`src/rtl/core/mwi_pkg.sv`:
```
// ----------------------------------------------------------------------------
// mwi_pkg
// Shared types and constants of the morphing wavetable interpolator: item
// layouts, register indexes and the sequencer state encoding.
// ----------------------------------------------------------------------------
package mwi_pkg;

  localparam int VALUE_W     = 15;
  localparam int POS_W       = 27;
  localparam int MORPH_W     = 12;
  localparam int FRAC_W      = 16;
  localparam int SAMPLE_OUT_W = 12;
  localparam int CFG_INDEX_W = 2;
  localparam int CFG_DATA_W  = 27;
  localparam int CNT_W       = 3;

  localparam logic CMD_WRITE  = 1'b0;
  localparam logic CMD_RENDER = 1'b1;

  localparam logic [CFG_INDEX_W-1:0] REG_SPAN_LENGTH = 2'd0;
  localparam logic [CFG_INDEX_W-1:0] REG_INDEX_SHIFT = 2'd1;
  localparam logic [CFG_INDEX_W-1:0] REG_FRAC_SHIFT  = 2'd2;

  localparam logic [26:0] SPAN_RESET        = 27'd16777216;
  localparam logic [3:0]  INDEX_SHIFT_RESET = 4'd9;
  localparam logic [4:0]  FRAC_SHIFT_RESET  = 5'd7;

  typedef struct packed {
    logic        cmd;
    logic        table_select;
    logic [4:0]  wave_index;
    logic [10:0] sample_index;
    logic [14:0] table_value;
    logic [26:0] position;
    logic [11:0] morph;
  } in_item_t;

  typedef struct packed {
    logic [11:0] sample;
    logic        rising;
    logic        release_phase;
    logic        phase_changed;
  } out_item_t;

  typedef enum logic [4:0] {
    S_IDLE  = 5'b00001,
    S_PREP  = 5'b00010,
    S_FETCH = 5'b00100,
    S_BLEND = 5'b01000,
    S_DONE  = 5'b10000
  } state_t;

endpackage

```
`src/rtl/core/mwi_lerp.sv`:
```
// ----------------------------------------------------------------------------
// mwi_lerp
// Shared fixed-point blend unit: y = a + ((b - a) * frac) >> 16, registered.
// ----------------------------------------------------------------------------
module mwi_lerp (
  input  logic                         clk,
  input  logic                         en,
  input  logic [mwi_pkg::VALUE_W-1:0]  a,
  input  logic [mwi_pkg::VALUE_W-1:0]  b,
  input  logic [mwi_pkg::FRAC_W-1:0]   frac,
  output logic [mwi_pkg::VALUE_W-1:0]  y
);

  logic signed [15:0] diff;
  logic signed [32:0] prod;
  logic signed [17:0] sum;

  always_comb begin
    diff = $signed({1'b0, b}) - $signed({1'b0, a});
    prod = diff * $signed({1'b0, frac});
    sum  = $signed({3'b000, a}) + 18'(prod[32:16]);
  end

  always_ff @(posedge clk) begin
    if (en) begin
      y <= sum[mwi_pkg::VALUE_W-1:0];
    end
  end

endmodule

```
`config.mk`:
```
export PLATFORM = sky130hd
export DESIGN_NAME = mwi_lerp
export DESIGN_NICKNAME = d
export VERILOG_FILES = /design/src/rtl/core/mwi_pkg.sv /design/src/rtl/core/mwi_lerp.sv
export SDC_FILE = /design/constraint.sdc
export NUM_CORES = 1
export LEC_CHECK = 0
export BUFFER_PORTS_ARGS = -buffer_cell sky130_fd_sc_hd__buf_4
export CAP_MARGIN = 30
export CORE_UTILIZATION = 40
export DETAILED_ROUTE_END_ITERATION = 7
export SYNTH_ARGS = -nofsm -noshare
export SYNTH_HDL_FRONTEND = slang
export SYNTH_SLANG_ARGS = --single-unit
```
`constraint.sdc`:
```
create_clock -name clk -period 11.2 [get_ports clk]
set_input_delay 1.68 -clock clk [delete_from_list [all_inputs] [get_ports clk]]
set_output_delay 1.68 -clock clk [all_outputs]
set_load 0.01 [all_outputs]
```
* Word-level counts from Yosys, hierarchy flattened
Cells that the tools add are included.
** Operators by class
- Add/subtract/negate cells :: 2
- $mul :: 1
** Operators by type and width (count)
- 16-bit by 17-bit multiplier with 31-bit output :: 1
- 15-bit by 15-bit subtractor with 16-bit output :: 1
- 15-bit adder :: 1
** Word-level totals
- Register bits after elaboration :: 15
- Word-level logic and storage cells :: 4
- Output and inout bits :: 15
- Input bits :: 48

* Logic depth before layout (Yosys ltp)
Gate-level depths: netlist of the first run.
- Depth after elaboration :: 3
- Gate-level depth with buffers :: 42
- Mapped depth without buffers :: 42

* Worst setup path after synthesis of the first run
No wires, ideal clock.
- Path kind :: input-to-reg
- Start :: input port b[0] in the netlist's numbering
- End :: register y[14] in the netlist's numbering (data pin)
- Required time :: 10.932 ns
- Data arrival time :: 10.122 ns
- Buffers on the path :: 1
- Path slack :: 0.810 ns
- Stages on the path :: 40
- Path through :: inv_1 > ha_1 > inv_1 > fa_1 > a21o_1 > a21oi_2 > o21bai_1 > a21oi_2 > o21bai_2 > a21boi_0 > xnor2_1 > buf_2 > nand2_1 > fa_1 > inv_1 > fa_1 > fa_1 > fa_1 > [... 4 more ...] > ha_1 > a21o_1 > a21oi_1 > o22ai_1 > a21oi_1 > nand2_1 > or2_2 > a21oi_1 > xnor2_1 > ha_1 > and2_1 > o21ai_0 > o31ai_1 > o41a_1 > a21oi_1 > nor2b_1 > nor2_1 > xnor3_1
** On the way
- Cells in the longest elaborated chain, start to end :: 3
** Ends and longest elaborated chain
- from (decl) :: RTL line mwi_lerp.sv:9 : input logic [mwi_pkg::VALUE_W-1:0] b,
- 15-bit by 15-bit subtractor with 16-bit output :: RTL line mwi_lerp.sv:19 : diff = $signed({1'b0, b}) - $signed({1'b0, a});
- 16-bit by 17-bit multiplier with 31-bit output :: RTL line mwi_lerp.sv:20 : prod = diff * $signed({1'b0, frac});
- 15-bit adder :: RTL line mwi_lerp.sv:21 : sum = $signed({3'b000, a}) + 18'(prod[32:16]);
- net sum[14] :: RTL line mwi_lerp.sv:16 : logic signed [17:0] sum;
- to (signal assigned) :: RTL line mwi_lerp.sv:26 : y <= sum[mwi_pkg::VALUE_W-1:0];
- to (decl) :: RTL line mwi_lerp.sv:11 : output logic [mwi_pkg::VALUE_W-1:0] y
The timed path passes the listed nets, and every way through them passes these cells.
A chain may end at the register's enable or synchronous reset.

* Worst setup path after layout of the first run
Ends and elaborated chain as after synthesis.

==> metrics.txt, run 1 <==
# TYPE chip_impl_metric gauge
chip_impl_metric{name="rows",unit=""} 57
chip_impl_metric{name="final_cycle_utilization_of_the_critical_path",unit="%"} 95.1
chip_impl_metric{name="cts-htree-levels",unit=""} 1
chip_impl_metric{name="io_buffer_count",unit=""} 62
chip_impl_metric{name="number_of_warnings_reported_in_the_yosys_synthesis_log",unit=""} 0
chip_impl_metric{name="slew_headroom",unit="%"} 45.3
chip_impl_metric{name="critPathMaxStageDelay",unit="ns"} 0.54
chip_impl_info{name="max_flop_register",value="y"} 1
chip_impl_metric{name="area_growth_from_synthesis_to_layout",unit="%"} 10.6
chip_impl_metric{name="netlist-cell-type-count",unit=""} 55
chip_impl_info{name="largestRegisters",value="y (15)"} 1
chip_impl_metric{name="floorplan.initialDensity",unit="%"} 40.8
chip_impl_metric{name="critical_path_required",unit="ns"} 11.19
chip_impl_metric{name="globalRouteOverflowTotal",unit=""} 0
chip_impl_info{name="post_synth_main_area_contributors",value="fa_1, ha_1, inv_1"} 1
chip_impl_info{name="ctsRootBufferMaster",value="clkbuf_16"} 1
chip_impl_metric{name="layout_min_cycle_time",unit="ns"} 10.66
chip_impl_metric{name="max_slew.worst_pin.slew",unit="ns"} 0.815
chip_impl_metric{name="slew_viol_final",unit=""} 0
chip_impl_info{name="min_path_type",value="input pin to flop"} 1
chip_impl_metric{name="die_w",unit="um"} 159
chip_impl_info{name="outcome",value="completed"} 1
chip_impl_metric{name="drt-vias-per-instance",unit=""} 4.91
chip_impl_info{name="dominantRegCellSynth",value="edfxtp_1"} 1
chip_impl_metric{name="synth-seq-area-share",unit="%"} 4.56
chip_impl_metric{name="drtAntennaViolNets",unit=""} 0
chip_impl_metric{name="detail_route.wl_per_cell",unit="um"} 16.0
chip_impl_metric{name="placed_cell_area",unit="sq mm"} 0.0108
chip_impl_metric{name="post_synth_inst_count",unit=""} 1099
chip_impl_metric{name="syn_area",unit="sq mm"} 0.00988
chip_impl_metric{name="chipHeight",unit="um"} 159
chip_impl_metric{name="synth.ff_latch_count",unit=""} 15
chip_impl_metric{name="drt_pre_antenna_iters",unit=""} 4
chip_impl_metric{name="floorplan.die_area",unit="sq mm"} 0.0253
chip_impl_metric{name="utilization",unit="%"} 45.1
chip_impl_metric{name="grt_antenna_before_repair",unit=""} 0
chip_impl_metric{name="cap_viol_max_count",unit=""} 0
chip_impl_metric{name="layout_fillers",unit=""} 2394
chip_impl_metric{name="antenna_diode_count",unit=""} 0
chip_impl_metric{name="clock_tree.buffer_depth",unit=""} 2
chip_impl_metric{name="cp_max_fo",unit=""} 6
chip_impl_metric{name="post-dp-hpwl",unit="um"} 19800
chip_impl_info{name="critPathSlowestCell",value="fa_1"} 1
chip_impl_metric{name="cts_buffers",unit=""} 3
chip_impl_metric{name="first_global_vias",unit=""} 7815
chip_impl_metric{name="setup-violations-final",unit=""} 0
chip_impl_info{name="worst_setup_path_start_kind",value="input pin"} 1
chip_impl_info{name="worst-setup-path-type",value="input pin to flop"} 1
chip_impl_metric{name="min_delay_path_depth",unit=""} 2
chip_impl_metric{name="worst_ep_arrival_time",unit="ns"} 10.65
chip_impl_metric{name="postLayoutCellArea",unit="sq mm"} 0.0109
chip_impl_metric{name="pin_count_of_the_biggest_net_entering_global_routing",unit=""} 17
chip_impl_metric{name="design.portCount",unit=""} 63
chip_impl_metric{name="core_area",unit="sq mm"} 0.0242
chip_impl_info{name="min_to",value="y[0]"} 1
chip_impl_metric{name="proportion_of_register_bits_with_asynchronous_set_or_reset_after_synthesis",unit="%"} 0
chip_impl_metric{name="netlist.area_leader.share",unit="%"} 39.5
chip_impl_metric{name="fin_setup_tns",unit="ns"} 0
chip_impl_info{name="cp_common_cell",value="fa_1"} 1
chip_impl_metric{name="synth_area_per_cell",unit="sq um"} 8.99
chip_impl_metric{name="hold_viol_final",unit=""} 0
chip_impl_metric{name="net_count_of_the_mapped_netlist",unit=""} 1481
chip_impl_info{name="min-delay-start",value="a[0]"} 1
chip_impl_metric{name="grt_first_pass_wirelength",unit="um"} 39300
chip_impl_metric{name="vias",unit=""} 7257
chip_impl_metric{name="place_congestion",unit=""} 0.872
chip_impl_metric{name="drt_iter0_drc",unit=""} 300
chip_impl_metric{name="synth-edff-count",unit=""} 15
chip_impl_metric{name="wl",unit="um"} 23600
chip_impl_metric{name="cts_num_sinks",unit=""} 15
chip_impl_info{name="tritoncts",value="done"} 1
chip_impl_metric{name="path_clk_slew",unit="ns"} 0.05
chip_impl_metric{name="post_route_cells_drive_above_1_share",unit="%"} 9.37
chip_impl_metric{name="largest_register_ff_count",unit=""} 15
chip_impl_metric{name="timing.fmax",unit="MHz"} 93.8
chip_impl_info{name="synthDominantAreaCellType",value="fa_1"} 1
chip_impl_metric{name="track_usage",unit="%"} 19.6
chip_impl_metric{name="drc",unit=""} 0
chip_impl_info{name="worstSetupEndpointType",value="flop"} 1
chip_impl_metric{name="final_nets",unit=""} 1536
chip_impl_info{name="rsz0062_at_grt",value="false"} 1
[cells in the final DEF, fill, tap and decap left out, drive strengths merged, types with 15 or more instances in the layout]
master  Yosys  layout
nor2       26      26
and2       87      87
inv       257     257
buf         8      83
ha        139     139
edfxtp     15      15
a21oi      25      25
nand2     132     132
nor2b      25      25
fa        195     195
xnor2      30      30
[how the worst max path moves through the flow]
stage / start / endpoint
after global routing: b[0] / y[14]
after floorplan: b[0] / y[14]
after global placement: b[0] / y[14]
after CTS: b[0] / y[14]
after detailed placement: b[0] / y[14]
final: b[0] / y[14]
[through the flow]
stage                     worst slack (ns)  std cells  hold slack, ns
after floorplan                      0.810       1099            1.79
after global placement               0.256       1470            1.99
after detailed placement            0.0239       1471            2.00
after CTS                            0.285       1475            1.75
after global routing                0.0532       1477            1.76
final                                0.543       1477            1.75
[critical path: cells and delay by family]
family | cells | cell delay (ns)
adders and majority gates | 10 | 4.19
AOI/OAI and AO/OA | 15 | 2.69
and+or+nand+nor | 6 | 0.98
xor gates and xnor gates | 3 | 0.69
buffers and inverters | 7 | 0.40
[synthesized netlist by cell type (all sizes together) (3+ instances only)]
library cell / n
o31ai: 4
nand2: 132
o21a: 6
nor3: 11
o21ai: 11
and3: 5
nand4: 3
nand2b: 13
o21bai: 4
nand3b: 11
inv: 257
nand3: 5
and2: 87
buf: 8
nor2b: 25
xor2: 10
a21o: 6
fa: 195
and3b: 7
xnor2: 30
or3: 4
clkbuf: 25
nor2: 26
ha: 139
edfxtp: 15
a21oi: 25
or2: 3
a211oi: 5
a31oi: 3
[cells by family after synthesis]
group                    Yosys count  share of synthesized area, %
AND/OR/NAND/NOR                  336                          17.5
adder cells (fa/ha/maj)          334                          57.1
buffers and inverters            290                          11.1
AO/OA/AOI/OAI                     81                          5.74
XOR/XNOR                          41                          3.77
flip-flops                        15                          4.56
multiplexers                       2                         0.215
[final cells by class]
cell class	instances	area, sq um	area share [%]
multi-input combinational	794	8390	76.8
inverter	257	965	8.83
timing repair buffer	83	634	5.80
sequential	15	450	4.12
tap	324	405	3.71
clock buffer	3	75.1	0.687
clock inverter	1	7.51	0.0687
[per-layer routing]
metal | wire (um) | GRT usage [%] | up-vias
met5 | 0 | 0 | -
met4 | 442 | 4.02 | 0
met3 | 1080 | 1.80 | 32
met2 | 12200 | 35.9 | 145
met1 | 9910 | 25.0 | 3631
li1 | - | - | 3449
[timing repair]
item,4_1_cts,5_1_grt
gates resized for setup,0,9
hold endpoints to repair,0,0
setup endpoints to repair,0,1
hold buffers,0,0
setup buffers,0,1
Power of run 1 is left out: the tool's default activity adds up to more than one toggle a clock period on the data nets, which glitch-free logic cannot reach.
==> inputs of run 2 (changes only) <==
Settings changed: CORE_UTILIZATION 40 to 57, CTS_CLUSTER_DIAMETER set to 200, PLACE_DENSITY set to 0.76, REMOVE_ABC_BUFFERS set to 1.
==> run 2 against run 1 <==
Compared with the run above: utilization is 19 points higher; via count grew 4.4%; highest routed layer unchanged; cell area shrank 1.3%; sequential share of layout area rose by 0.056 points; critical path type unchanged; final cell count is 7.0% lower; maximum frequency is 0.85% lower; flip-flop and latch count unchanged; first-iteration DRC count is 4.3% higher.
==> metrics.txt, run 2 (synthesis results as in run 1) <==
# TYPE chip_impl_metric gauge
chip_impl_info{name="critPathTopFamily",value="adder cells"} 1
chip_impl_metric{name="wl",unit="um"} 23600
chip_impl_metric{name="io_buffer_count",unit=""} 62
chip_impl_info{name="min_path_type",value="input pin to flop"} 1
chip_impl_metric{name="detail_route.wl_per_cell",unit="um"} 17.2
chip_impl_info{name="tritoncts",value="done"} 1
chip_impl_metric{name="vias",unit=""} 7577
chip_impl_metric{name="area_growth_from_synthesis_to_layout",unit="%"} 9.10
chip_impl_metric{name="fin_setup_tns",unit="ns"} 0
chip_impl_metric{name="worst_ep_arrival_time",unit="ns"} 10.74
chip_impl_metric{name="critical_path_required",unit="ns"} 11.19
chip_impl_metric{name="min_delay_path_depth",unit=""} 2
chip_impl_metric{name="layout_min_cycle_time",unit="ns"} 10.75
chip_impl_metric{name="drt_iter0_drc",unit=""} 313
chip_impl_metric{name="final_cycle_utilization_of_the_critical_path",unit="%"} 96.0
chip_impl_metric{name="critPathMaxStageDelay",unit="ns"} 0.66
chip_impl_info{name="most_frequent_cells_in_the_layout",value="inv_1, fa_1, ha_1"} 1
chip_impl_info{name="rsz0062_at_grt",value="false"} 1
chip_impl_metric{name="post_route_cells_drive_above_1_share",unit="%"} 9.36
chip_impl_metric{name="timing.fmax",unit="MHz"} 93.0
chip_impl_metric{name="place_congestion",unit=""} 0.870
chip_impl_metric{name="first_global_vias",unit=""} 8167
chip_impl_metric{name="design.portCount",unit=""} 63
chip_impl_metric{name="slew_viol_final",unit=""} 0
chip_impl_info{name="worst-setup-path-type",value="input pin to flop"} 1
chip_impl_metric{name="clock_tree.buffer_depth",unit=""} 2
chip_impl_info{name="largestRegisters",value="y (15)"} 1
chip_impl_metric{name="buffers_and_inverters_on_the_worst_path",unit=""} 6
chip_impl_metric{name="hold_viol_final",unit=""} 0
chip_impl_metric{name="drtAntennaViolNets",unit=""} 0
chip_impl_metric{name="post-dp-hpwl",unit="um"} 19300
chip_impl_metric{name="floorplan.initialDensity",unit="%"} 59.0
chip_impl_metric{name="track_usage",unit="%"} 28.2
chip_impl_metric{name="placed_cell_area",unit="sq mm"} 0.0107
chip_impl_metric{name="drc",unit=""} 0
chip_impl_metric{name="utilization",unit="%"} 64.3
chip_impl_info{name="final_common_cell",value="inv_1"} 1
chip_impl_metric{name="setup-violations-final",unit=""} 0
chip_impl_metric{name="fin_cells",unit=""} 1374
chip_impl_metric{name="floorplan.die_area",unit="sq mm"} 0.0179
chip_impl_info{name="worst_setup_path_start_kind",value="input pin"} 1
chip_impl_info{name="min-delay-start",value="a[0]"} 1
chip_impl_metric{name="rows",unit=""} 47
chip_impl_metric{name="chipHeight",unit="um"} 134
chip_impl_info{name="critPathSlowestCell",value="xnor2_1"} 1
chip_impl_info{name="outcome",value="completed"} 1
chip_impl_metric{name="globalRouteOverflowTotal",unit=""} 0
chip_impl_metric{name="path_clk_slew",unit="ns"} 0.05
chip_impl_metric{name="cts_buffers",unit=""} 3
chip_impl_metric{name="cts-htree-levels",unit=""} 1
chip_impl_metric{name="postCtsHoldBufs",unit=""} 0
chip_impl_metric{name="pin_count_of_the_biggest_net_entering_global_routing",unit=""} 17
chip_impl_metric{name="antenna_diode_count",unit=""} 0
chip_impl_metric{name="grt_first_pass_wirelength",unit="um"} 39400
chip_impl_metric{name="largest_register_ff_count",unit=""} 15
chip_impl_metric{name="cts_num_sinks",unit=""} 15
chip_impl_info{name="cp_common_cell",value="fa_1"} 1
chip_impl_info{name="min_to",value="y[0]"} 1
chip_impl_metric{name="drt-vias-per-instance",unit=""} 5.51
chip_impl_metric{name="cp_max_fo",unit=""} 11
chip_impl_metric{name="final_nets",unit=""} 1537
chip_impl_info{name="ctsRootBufferMaster",value="clkbuf_16"} 1
chip_impl_metric{name="max_slew.worst_pin.slew",unit="ns"} 0.994
chip_impl_metric{name="cap_viol_max_count",unit=""} 0
chip_impl_info{name="worstSetupEndpointType",value="flop"} 1
chip_impl_metric{name="grt_antenna_before_repair",unit=""} 0
chip_impl_metric{name="drt_pre_antenna_iters",unit=""} 8
chip_impl_metric{name="postLayoutCellArea",unit="sq mm"} 0.0108
chip_impl_metric{name="slew_headroom",unit="%"} 33.4
chip_impl_metric{name="placed_cells_incl_taps",unit=""} 1369
chip_impl_metric{name="core_area",unit="sq mm"} 0.0168
chip_impl_metric{name="die_w",unit="um"} 134
chip_impl_info{name="max_flop_register",value="y"} 1
-- run 2: cell types whose count changed in the layout (fill, tap and decap cells not counted), sizes merged --
cell / delta
clkinvlp: -1
clkinv: +1
buf: +1
-- run 2: cell type report --
class | count | area, sq um
inverters | 257 | 965
multi-input cells | 794 | 8380
well taps | 220 | 275
flip-flops and latches | 15 | 450
fillers | 1388 | 5980
repair buffers | 84 | 634
clock buffers | 3 | 75.1
clock inverters | 1 | 5.00
-- run 2: layer usage --
metal  wire (um)  track usage, %  share of wire (%)
met1        9220            34.1                 39
met2       12400            51.2                 52
met3        1090            3.69                4.6
met4         896            9.72                3.8
met5           0               0                  0
-- run 2: per-stage QoR --
stage	setup WS (ns)	hold WS, ns
after detailed placement	0.0303	2.01
after global placement	0.317	2.00
final	0.452	1.75
after floorplan	0.789	1.79
after CTS	0.245	1.75
after global routing	0.00378	1.75
-- run 2: how the worst max path moves through the flow --
stage / startpoint / endpoint / slack (ns) / depth (start not counted)
floorplan: b[0] / y[14] / 0.79 / 39
global placement: b[0] / y[14] / 0.32 / 42
detailed placement: b[0] / y[14] / 0.03 / 40
CTS: b[0] / y[14] / 0.24 / 40
global route: b[0] / y[14] / 0.004 / 42
finish: a[8] / y[14] / 0.45 / 38
-- run 2: timing repair --
item / 4_1_cts / 5_1_grt
endpoints found under the setup margin: 0 / 1
buffers inserted: 0 / 1
gates resized for setup: 0 / 9
Power of run 2 is left out for the same reason.
